$ cat src/rtl/core/ipv4hc_pkg.sv
`default_nettype none

package ipv4hc_pkg;

  localparam int unsigned HdrWords = 10;
  localparam int unsigned CountW   = 4;

  localparam logic [3:0]  IpVersion = 4'd4;
  localparam logic [3:0]  IpIhl     = 4'd5;
  localparam logic [7:0]  IpTos     = 8'h00;
  localparam logic [15:0] HdrBytes  = 16'd20;

  localparam logic [7:0] ProtoIcmp = 8'd1;
  localparam logic [7:0] ProtoUdp  = 8'd17;

  // header word positions that matter
  localparam logic [CountW-1:0] PosVerTos   = 4'd0;
  localparam logic [CountW-1:0] PosTotLen   = 4'd1;
  localparam logic [CountW-1:0] PosFlags    = 4'd3;
  localparam logic [CountW-1:0] PosProto    = 4'd4;
  localparam logic [CountW-1:0] PosChecksum = 4'd5;
  localparam logic [CountW-1:0] PosSrcHi    = 4'd6;
  localparam logic [CountW-1:0] PosSrcLo    = 4'd7;
  localparam logic [CountW-1:0] PosDstHi    = 4'd8;
  localparam logic [CountW-1:0] PosLast     = 4'd9;
  localparam logic [CountW-1:0] PosDone     = 4'd10;

  typedef enum logic [3:0] {
    REASON_NONE      = 4'd0,
    REASON_VERSION   = 4'd1,
    REASON_IHL       = 4'd2,
    REASON_TOS       = 4'd3,
    REASON_LENGTH    = 4'd4,
    REASON_RESERVED  = 4'd5,
    REASON_FRAGMENT  = 4'd6,
    REASON_CHECKSUM  = 4'd7,
    REASON_DEST      = 4'd8
  } reason_e;

  typedef enum logic [1:0] {
    CLASS_ICMP    = 2'd0,
    CLASS_UDP     = 2'd1,
    CLASS_UNKNOWN = 2'd2
  } proto_class_e;

endpackage

`default_nettype wire

$ cat src/rtl/core/ipv4_header_check_classify.sv
// IPv4 receive header check and classifier.
// Input channel (in_valid_i / in_stall_o): one 16-bit header word per item,
// first_word_i marks word 0 and carries frame_bytes_i. Ten words make a header.
// Output channel (out_valid_o / out_stall_i): one verdict item per header, on
// the tenth word: accepted flag, first failing check, protocol class, source
// address and payload size (frame size less 20, floored at zero).
// local_address_i is written when local_address_we_i is high; the user must write
// it only while idle, as the block itself does not enforce this.
// Throughput: one word per cycle while the receiver does not stall. Each word
// passes an input register and then one combinational step (running ones-complement
// add with fold, field capture, verdict) into the output register.
// When the receiver stalls, the verdict holds in the output register, the input
// register still takes one more word if it is empty, and then in_stall_o rises.
// Reset clears the word count, the running sum, all captured fields, the
// local address and both valid flags. Unmarked words after reset are taken
// at the current count; words after the tenth are dropped until a marked word.
`default_nettype none

module ipv4_header_check_classify
  import ipv4hc_pkg::*;
(
  input  wire logic        clk_i,
  input  wire logic        rst_ni,

  input  wire logic        local_address_we_i,
  input  wire logic [31:0] local_address_i,

  input  wire logic        in_valid_i,
  output logic             in_stall_o,
  input  wire logic [15:0] header_word_i,
  input  wire logic        first_word_i,
  input  wire logic [15:0] frame_bytes_i,

  output logic             out_valid_o,
  input  wire logic        out_stall_i,
  output logic             accepted_o,
  output logic [3:0]       reject_reason_o,
  output logic [1:0]       protocol_class_o,
  output logic [31:0]      source_address_o,
  output logic [15:0]      payload_bytes_o
);

  // input register
  logic        in_valid_q, in_valid_d;
  logic [15:0] word_q;
  logic        first_q;
  logic [15:0] frame_in_q;

  // header state
  logic [CountW-1:0] count_q, count_d;
  logic [15:0] sum_q, sum_d;
  logic [15:0] ver_tos_q, ver_tos_d;
  logic [15:0] tot_len_q, tot_len_d;
  logic [15:0] flags_q, flags_d;
  logic [7:0]  proto_q, proto_d;
  logic [15:0] src_hi_q, src_hi_d;
  logic [15:0] src_lo_q, src_lo_d;
  logic [15:0] dst_hi_q, dst_hi_d;
  logic [15:0] frame_q, frame_d;
  logic [15:0] rx_csum_q, rx_csum_d;
  logic [31:0] local_addr_q;

  // output register
  logic        out_valid_q, out_valid_d;
  logic        accepted_q;
  reason_e     reason_q, reason_d;
  logic [1:0]  class_q, class_d;
  logic [31:0] src_out_q, src_out_d;
  logic [15:0] payload_q, payload_d;

  logic              out_free;
  logic              proc;
  logic              in_load;
  logic [CountW-1:0] pos;
  logic [15:0]       sum_base;
  logic [16:0]       sum_raw;
  logic [15:0]       sum_fold;
  logic              in_range;
  logic              emit;

  assign out_free   = !out_valid_q || !out_stall_i;
  assign proc       = in_valid_q && out_free;
  assign in_stall_o = in_valid_q && !out_free;
  assign in_load    = in_valid_i && !in_stall_o;

  assign pos      = first_q ? PosVerTos : count_q;
  assign sum_base = (pos == PosVerTos) ? 16'd0 : sum_q;
  // end-around carry never overflows again
  assign sum_raw  = {1'b0, sum_base} + {1'b0, word_q};
  assign sum_fold = sum_raw[15:0] + {15'd0, sum_raw[16]};
  assign in_range = (pos < PosDone);
  assign emit     = proc && (pos == PosLast);

  always_comb begin
    count_d   = count_q;
    sum_d     = sum_q;
    ver_tos_d = ver_tos_q;
    tot_len_d = tot_len_q;
    flags_d   = flags_q;
    proto_d   = proto_q;
    src_hi_d  = src_hi_q;
    src_lo_d  = src_lo_q;
    dst_hi_d  = dst_hi_q;
    frame_d   = frame_q;
    rx_csum_d = rx_csum_q;
    if (proc) begin
      if (first_q) begin
        frame_d = frame_in_q;
      end
      if (in_range) begin
        if (pos == PosChecksum) begin
          rx_csum_d = word_q;
          sum_d     = sum_base;
        end else begin
          sum_d = sum_fold;
        end
        unique case (pos)
          PosVerTos: ver_tos_d = word_q;
          PosTotLen: tot_len_d = word_q;
          PosFlags:  flags_d   = word_q;
          PosProto:  proto_d   = word_q[7:0];
          PosSrcHi:  src_hi_d  = word_q;
          PosSrcLo:  src_lo_d  = word_q;
          PosDstHi:  dst_hi_d  = word_q;
          default: ;
        endcase
        count_d = pos + 4'd1;
      end
    end
  end

  // verdict, valid only on the last header word
  always_comb begin
    priority if (ver_tos_q[15:12] != IpVersion) begin
      reason_d = REASON_VERSION;
    end else if (ver_tos_q[11:8] != IpIhl) begin
      reason_d = REASON_IHL;
    end else if (ver_tos_q[7:0] != IpTos) begin
      reason_d = REASON_TOS;
    end else if (tot_len_q < HdrBytes) begin
      reason_d = REASON_LENGTH;
    end else if (flags_q[15]) begin
      reason_d = REASON_RESERVED;
    end else if (flags_q[13] || (flags_q[12:0] != 13'd0)) begin
      reason_d = REASON_FRAGMENT;
    end else if (~sum_fold != rx_csum_q) begin
      reason_d = REASON_CHECKSUM;
    end else if ({dst_hi_q, word_q} != local_addr_q) begin
      reason_d = REASON_DEST;
    end else begin
      reason_d = REASON_NONE;
    end

    priority if (proto_q == ProtoIcmp) begin
      class_d = CLASS_ICMP;
    end else if (proto_q == ProtoUdp) begin
      class_d = CLASS_UDP;
    end else begin
      class_d = CLASS_UNKNOWN;
    end

    src_out_d = {src_hi_q, src_lo_q};
    payload_d = (frame_q >= HdrBytes) ? (frame_q - HdrBytes) : 16'd0;
  end

  always_comb begin
    in_valid_d = in_valid_q;
    if (in_load) begin
      in_valid_d = 1'b1;
    end else if (proc) begin
      in_valid_d = 1'b0;
    end
    out_valid_d = out_valid_q;
    if (emit) begin
      out_valid_d = 1'b1;
    end else if (!out_stall_i) begin
      out_valid_d = 1'b0;
    end
  end

  always_ff @(posedge clk_i or negedge rst_ni) begin
    if (!rst_ni) begin
      in_valid_q   <= 1'b0;
      out_valid_q  <= 1'b0;
      count_q      <= '0;
      sum_q        <= '0;
      ver_tos_q    <= '0;
      tot_len_q    <= '0;
      flags_q      <= '0;
      proto_q      <= '0;
      src_hi_q     <= '0;
      src_lo_q     <= '0;
      dst_hi_q     <= '0;
      frame_q      <= '0;
      rx_csum_q    <= '0;
      local_addr_q <= '0;
    end else begin
      in_valid_q  <= in_valid_d;
      out_valid_q <= out_valid_d;
      count_q     <= count_d;
      sum_q       <= sum_d;
      ver_tos_q   <= ver_tos_d;
      tot_len_q   <= tot_len_d;
      flags_q     <= flags_d;
      proto_q     <= proto_d;
      src_hi_q    <= src_hi_d;
      src_lo_q    <= src_lo_d;
      dst_hi_q    <= dst_hi_d;
      frame_q     <= frame_d;
      rx_csum_q   <= rx_csum_d;
      if (local_address_we_i) begin
        local_addr_q <= local_address_i;
      end
    end
  end

  always_ff @(posedge clk_i) begin
    if (in_load) begin
      word_q     <= header_word_i;
      first_q    <= first_word_i;
      frame_in_q <= frame_bytes_i;
    end
    if (emit) begin
      accepted_q <= (reason_d == REASON_NONE);
      reason_q   <= reason_d;
      class_q    <= class_d;
      src_out_q  <= src_out_d;
      payload_q  <= payload_d;
    end
  end

  assign out_valid_o      = out_valid_q;
  assign accepted_o       = accepted_q;
  assign reject_reason_o  = reason_q;
  assign protocol_class_o = class_q;
  assign source_address_o = src_out_q;
  assign payload_bytes_o  = payload_q;

  a_count_bound: assert property (@(posedge clk_i) disable iff (!rst_ni)
    count_q <= PosDone)
    else $error("word count beyond header length");

  a_accept_reason: assert property (@(posedge clk_i) disable iff (!rst_ni)
    out_valid_o |-> (accepted_o == (reject_reason_o == REASON_NONE)))
    else $error("accepted flag disagrees with reject reason");

  a_emit_last: assert property (@(posedge clk_i) disable iff (!rst_ni)
    emit |=> out_valid_o && (count_q == PosDone))
    else $error("verdict not tied to tenth header word");

  a_stall_held: assert property (@(posedge clk_i) disable iff (!rst_ni)
    in_stall_o |-> in_valid_q && out_valid_q && out_stall_i)
    else $error("input stalled without a blocked verdict");

endmodule

`default_nettype wire
$ cat config.mk
export PLATFORM = sky130hd
export DESIGN_NAME = ipv4_header_check_classify
export DESIGN_NICKNAME = d
export VERILOG_FILES = /design/src/rtl/core/ipv4hc_pkg.sv /design/src/rtl/core/ipv4_header_check_classify.sv
export SDC_FILE = /design/constraint.sdc
export NUM_CORES = 1
export LEC_CHECK = 0
export BUFFER_PORTS_ARGS = -buffer_cell sky130_fd_sc_hd__buf_2
export CORE_MARGIN = 4
export CORE_UTILIZATION = 63
export CTS_BUF_LIST = sky130_fd_sc_hd__clkbuf_16
export DETAILED_ROUTE_END_ITERATION = 6
export GPL_TIMING_DRIVEN = 0
export PLACE_DENSITY = 0.88
export SLEW_MARGIN = 25
export SYNTH_ARGS = -nofsm -noshare
export SYNTH_HDL_FRONTEND = slang
export SYNTH_SLANG_ARGS = --single-unit
$ cat constraint.sdc
create_clock -name clk_i -period 10 [get_ports clk_i]
set_clock_uncertainty 0.1 [all_clocks]
set_input_delay 2.5 -clock clk_i [delete_from_list [all_inputs] [get_ports clk_i]]
set_output_delay 2.5 -clock clk_i [all_outputs]
set_load 0.02 [all_outputs]
==> results of run 1 <==
power by group:
group / switching (mW) / leakage [nW] / total, mW / internal [mW]
registers: 0.146 / 3.19 / 1.53 / 1.38
logic: 0.511 / 2.64 / 0.967 / 0.456
clock network: 0.441 / 0.486 / 1.07 / 0.630
cells in the final DEF (no fill, tap or decap), types with 3 or more instances in the layout:
cell type / instances
clkbuf_1: 20
dfrtp_1: 187
nand4_1: 7
edfxtp_1: 88
nor4_1: 22
and2_1: 22
nand2b_1: 7
ha_1: 24
xnor2_1: 26
nor3_1: 9
bufinv_16: 4
xor2_1: 46
and3_1: 10
o21ai_0: 18
a21oi_1: 21
nand2_1: 35
buf_1: 6
nor2b_1: 9
buf_2: 125
clkinv_1: 4
a21oi_2: 3
nand3_1: 13
nor2_1: 53
a21o_1: 4
mux2_2: 170
clkbuf_16: 29
xnor3_1: 4
or3_1: 3
inv_1: 16
a211oi_1: 7
cells by family after synthesis:
logic type | count (synthesis) | share of synthesized area (%)
AOI/OAI and AO/OA | 83 | 4.77
adders and majority gates | 25 | 2.62
muxes | 170 | 15.7
xor gates and xnor gates | 79 | 6.30
and+or+nand+nor | 210 | 9.40
DFF | 275 | 59.9
buffers and inverters | 39 | 1.30
worst min-delay path by stage:
stage | end | slack, ns | depth (start not counted)
after floorplan | source_address_o[0] | 0.32 | 0
after global placement | source_address_o[9] | 0.33 | 0
after detailed placement | source_address_o[20] | 0.33 | 0
after CTS | source_address_o[22] | 0.34 | 0
after global routing | source_address_o[20] | 0.35 | 0
final | source_address_o[8] | 0.35 | 0
Yosys cell counts (all sizes together), types with 14 or more instances:
library cell	count
a21oi	24
mux2	170
ha	24
and2	23
xor2	47
nand3	14
nand2	35
clkbuf	20
dfrtp	187
xnor2	28
nor2	53
edfxtp	88
nor4	24
o21ai	20
cell type report:
| class | instances | area (sq um) | area share (%) |
|---|---|---|---|
| tap | 260 | 325 | 2.29 |
| buffer | 29 | 121 | 0.855 |
| timing repair buffer | 128 | 711 | 5.00 |
| clock inverter | 21 | 218 | 1.53 |
| clock buffer | 29 | 726 | 5.11 |
| inverter | 10 | 40.0 | 0.282 |
| sequential | 275 | 7320 | 51.6 |
| multi-input combinational | 567 | 4740 | 33.4 |
worst max-delay path: stages, from the launching register on:
cell      delay (ns)
edfxtp_1        0.32
clkbuf_1        0.32
nand2b_1        0.23
ha_1            0.26
nand2_1         0.21
clkbuf_1        0.32
and2_1          0.25
ha_1            0.23
fa_1            0.49
a21o_1          0.23
a221oi_2        0.39
nor3_2          0.13
o41ai_2         0.34
nor2b_1         0.08
o21ai_0         0.15
nand2b_1        0.11
ha_1            0.26
ha_1            0.23
nand2_1         0.11
nor2_1          0.07
and3_1          0.23
and3_1          0.24
xnor2_1         0.26
xor2_1          0.16
nor4_4          0.37
nand4_1         0.19
nor3_1          0.36
per-layer routing:
layer  routed length [microns]  vias up  global-route usage (%)
met5                         0        -                       0
met3                      1870       81                    4.69
li1                          -     3531                       -
met4                      1010        0                    10.2
met1                     11500     4055                    34.3
met2                     14000      340                    44.3
stage by stage:
stage	worst slack, ns	area (sq um)
global placement	3.37	13200
CTS	3.26	14200
floorplan	4.61	12200
finish	3.15	14200
global route	2.79	14200
detailed placement	3.55	13300
==> metrics.md, run 1 <==
| Metric | Value |
|---|---|
| Fmax | `146 MHz` |
| Status | `complete, no violations` |
| Critical Path End Type | `flop` |
| Worst skew pair latency | `0.56 ns` |
| WS Path Type | `flop to flop` |
| Vias | `8,007` |
| Global-route wire length before repair | `44,900 microns` |
| Post-synth EDFFs | `88` |
| Post-Place Cells | `1,269` |
| TritonCTS buffer count | `27` |
| R2R setup slack | `3.15 ns` |
| Avg Cell Area, Syn | `13.9 sq um` |
| Mapped cell area | `12,200 sq um` |
| CTS tree | `done` |
| Die W | `147 microns` |
| P_leak | `6.31 nW` |
| Min-delay worst type | `flop to flop` |
| Nets | `1,133` |
| VDD IR-drop max | `0.164 mV` |
| CP Launch Point | `first_q` |
| Final total power | `3.57 mW` |
| Top cell type by total area after synthesis | `dfrtp_1` |
| Initial antenna violation count | `0` |
| Final min period | `6.85 ns` |
| Hold Fails Final Rpt | `0` |
| Syn Nets | `976` |
| Final period utilization | `68.5%` |
| Setup TNS | `0 ns` |
| Clock root cell | `clkbuf_16` |
| #FFs+latches synth | `275` |
| Synth Warn # | `0` |
| Sequential area share after synthesis | `59.9%` |
| Hold Buf Count CTS | `0` |
| DR WL/cell | `21.5 microns` |
| N_diodes | `0` |
| Setup violations, final | `0` |
| Sink Count | `275` |
| Headroom to the max-slew limit | `41.5%` |
| HP Start | `src_lo_q[8]` |
| Worst Reg-to-Reg Cells | `26` |
| Final HPWL DP | `18,400 microns` |
| Worst-path clk slew | `0.07 ns` |
| Post-synth ARST share | `68.0%` |
| IO Port Bufs | `125` |
| Routed wire length | `28,300 microns` |
| Slew @ Worst Pin | `0.875 ns` |
| Top post-synthesis cells by area | `dfrtp_1, edfxtp_1, mux2_2, xor2_1, ha_1` |
| Initial Util | `64.7%` |
| Vias in the first global route | `8,367` |
| Residual DRC | `0` |
| Row cnt | `50` |
| CP Data Arrival Time | `7.08 ns` |
| RSZ-0062 raised after global routing | `false` |
| Fill count | `1,132` |
| Layout area overhead | `16.2%` |
| Total iterations of the first detailed-routing run | `5` |
| Via/cell ratio | `6.07` |
| Final hold slack | `0.347 ns` |
| CTS max path bufs | `3` |
| Layout cell share with drive strength beyond 1 | `34.3%` |
| Worst r2r src | `first_q` |
| Cell variety after synth | `69` |
| Slew Viols, Final | `0` |
| Core Area | `18,900 sq um` |
| I/O pin count | `127` |
| GRT Overall Usage | `26.3%` |
| Finished Layout Cells | `1,319` |
| Number of buffers added for setup after CTS | `0` |
| Power per cell area | `251 nW/um^2` |
| ANT nets after route | `0` |
| Die area | `21,700 sq um` |
| Maximum fanout along the worst path | `10` |
| Global route overflow | `0` |
| Routability cong. | `0.886` |
| H-tree depth | `1` |
| Max Cap Viol | `0` |
| Top_reg_cell synth | `dfrtp_1` |
| Die Height | `147 microns` |
| Core Util, Final | `75.2%` |
| Resize count post-CTS | `0` |
| Gate Count Post-Synth | `881` |
| Synth top area share | `38.3%` |
| FF-to-FF End | `accepted_o` |
| Crit path capture | `accepted_o` |
| Startpoint Class | `flop` |
| Worst endpoint required time | `10.23 ns` |
| Violation count after the first detailed-route iteration | `525` |
| Largest net degree at the start of global routing | `83` |
Note: power is estimated with default switching activity, not from simulation.
==> run 2, diff against run 1 <==
Settings changed: CORE_UTILIZATION 63 to 59, PLACE_DENSITY 0.88 to 0.83.
Clock period 10 ns to 7.03 ns, I/O delays scaled along.
==> run 2 against run 1 <==
Net effect: final cell count grew 0.99%; count of clock-buffer cells in the layout shrank 1; critical path depth is the same; clock power grew 21%; first-iteration DRC count shrank 8.6%; die area grew 6.4%; global-route usage shrank 3.8 points; largest power group unchanged; highest routed layer unchanged.
==> metrics.md, run 2 (synthesis gave the netlist of run 1 again) <==
| Metric | Value |
|---|---|
| Status | `complete, no violations` |
| Routing usage on met2 | `36.6%` |
| Met3 GRT Util | `4.21%` |
| Min-delay worst type | `flop to flop` |
| Power per cell area | `340 nW/um^2` |
| CTS max path bufs | `3` |
| Hold Fails Final Rpt | `0` |
| Worst endpoint required time | `7.27 ns` |
| TritonCTS buffer count | `28` |
| Vias in the first global route | `7,796` |
| Vias | `7,680` |
| Crit-path slowest cell | `fa_1` |
| Die area | `23,100 sq um` |
| Global-route wire length before repair | `41,800 microns` |
| Resize count post-CTS | `0` |
| Most used cell, CP | `ha_1` |
| Commonest non-fill, non-tap cell in the layout | `dfrtp_1` |
| Hold Path Depth | `0` |
| RSZ-0062 raised after global routing | `false` |
| IO Port Bufs | `125` |
| ANT nets after route | `0` |
| WS Path Type | `flop to flop` |
| Worst skew pair latency | `0.54 ns` |
| Largest net degree at the start of global routing | `69` |
| Register area | `7320 sq um` |
| N_diodes | `0` |
| Setup violations, final | `0` |
| Row cnt | `52` |
| Initial antenna violation count | `0` |
| Critical Path End Type | `flop` |
| CP Data Arrival Time | `6.81 ns` |
| GR Util met1 | `30.9%` |
| Routability cong. | `0.881` |
| Final period utilization | `93.5%` |
| Final min period | `6.57 ns` |
| Max Cap Viol | `0` |
| Hold Buf Count CTS | `0` |
| Layout area overhead | `15.5%` |
| Global route overflow | `0` |
| Initial Util | `60.2%` |
| Final hold slack | `0.339 ns` |
| P_leak | `6.28 nW` |
| H-tree depth | `1` |
| Fmax | `152 MHz` |
| Startpoint Class | `flop` |
| Violation count after the first detailed-route iteration | `480` |
| Maximum fanout along the worst path | `10` |
| Die Height | `152 microns` |
| Core Area | `20,300 sq um` |
| Layout cell share with drive strength beyond 1 | `33.8%` |
| Final HPWL DP | `18,200 microns` |
| Headroom to the max-slew limit | `46.5%` |
| Area used by multi-input combinational logic | `4740 sq um` |
| Fill count | `1,392` |
| Number of buffers added for setup after CTS | `0` |
| Setup TNS | `0 ns` |
| Via/cell ratio | `5.77` |
| Routed wire length | `26,300 microns` |
| Worst-path clk slew | `0.06 ns` |
| DR WL/cell | `19.7 microns` |
| Residual DRC | `0` |
| Sink Count | `275` |
| I/O pin count | `127` |
| Gr busiest metal | `met2` |
| Clock root cell | `clkbuf_16` |
| VDD IR-drop max | `0.199 mV` |
| CTS tree | `done` |
| Slew @ Worst Pin | `0.802 ns` |
| Total iterations of the first detailed-routing run | `5` |
| Nets | `1,135` |
| Slowest Stage Delay on Critical Path | `0.46 ns` |
| Worst Reg-to-Reg Cells | `26` |
| Slew Viols, Final | `0` |
| Most frequent cells in the layout | `dfrtp_1, mux2_2, buf_2` |
| Die W | `152 microns` |
| GRT Overall Usage | `22.5%` |
run 2: layout make-up:
cell class              instances  share of cell area, %
flip-flops and latches        275                   51.9
repair buffers                129                   5.23
inverters                      10                  0.284
clock inverters                24                  0.798
well taps                     270                   2.39
clock buffers                  28                   4.97
plain buffers                  29                  0.860
multi-input cells             567                   33.6
run 2: critical path, delay by kind of cell (launching register included):
family	cells	cell delay, ns
AND/OR/NAND/NOR	13	2.45
adder cells (fa/ha/maj)	5	1.42
AO/OA/AOI/OAI	4	1.07
buffers and inverters	2	0.62
XOR/XNOR	2	0.40
flip-flops	1	0.32
run 2: per-layer routing:
metal  up-vias  share of wire (%)
li1       3528                  -
met1      3844                 43
met2       243                 47
met3        65                6.0
met4         0                3.6
met5         -                  0
run 2: worst paths after layout:
check,start,slack (ns),endpoint
worst max-delay path,first_q,0.46,reject_reason_o[3]
worst min-delay path,src_hi_q[12],0.34,source_address_o[28]
worst min register to register,src_hi_q[12],0.34,source_address_o[28]
worst max register to register,first_q,0.46,reject_reason_o[3]
min in group asynchronous,rst_ni,1.05,sum_q[9]
max in group asynchronous,rst_ni,5.11,local_addr_q[15]
run 2: report_power, final:
part	internal (mW)	switching (mW)
Combinational	0.646	0.683
Clock	0.720	0.577
Sequential	1.97	0.199
Total	3.34	1.46
run 2: per-stage QoR:
stage	cell area [sq um]	power, mW	setup WS (ns)	instances	util [%]
after floorplan	12200	3.18	1.64	881	-
after global placement	13200	3.43	0.624	1276	64.9
after detailed placement	13300	3.50	0.547	1280	65.5
after CTS	14100	4.82	0.494	1332	69.5
after global routing	14100	5.06	0.0519	1332	69.5
final	14100	4.79	0.457	1332	69.5
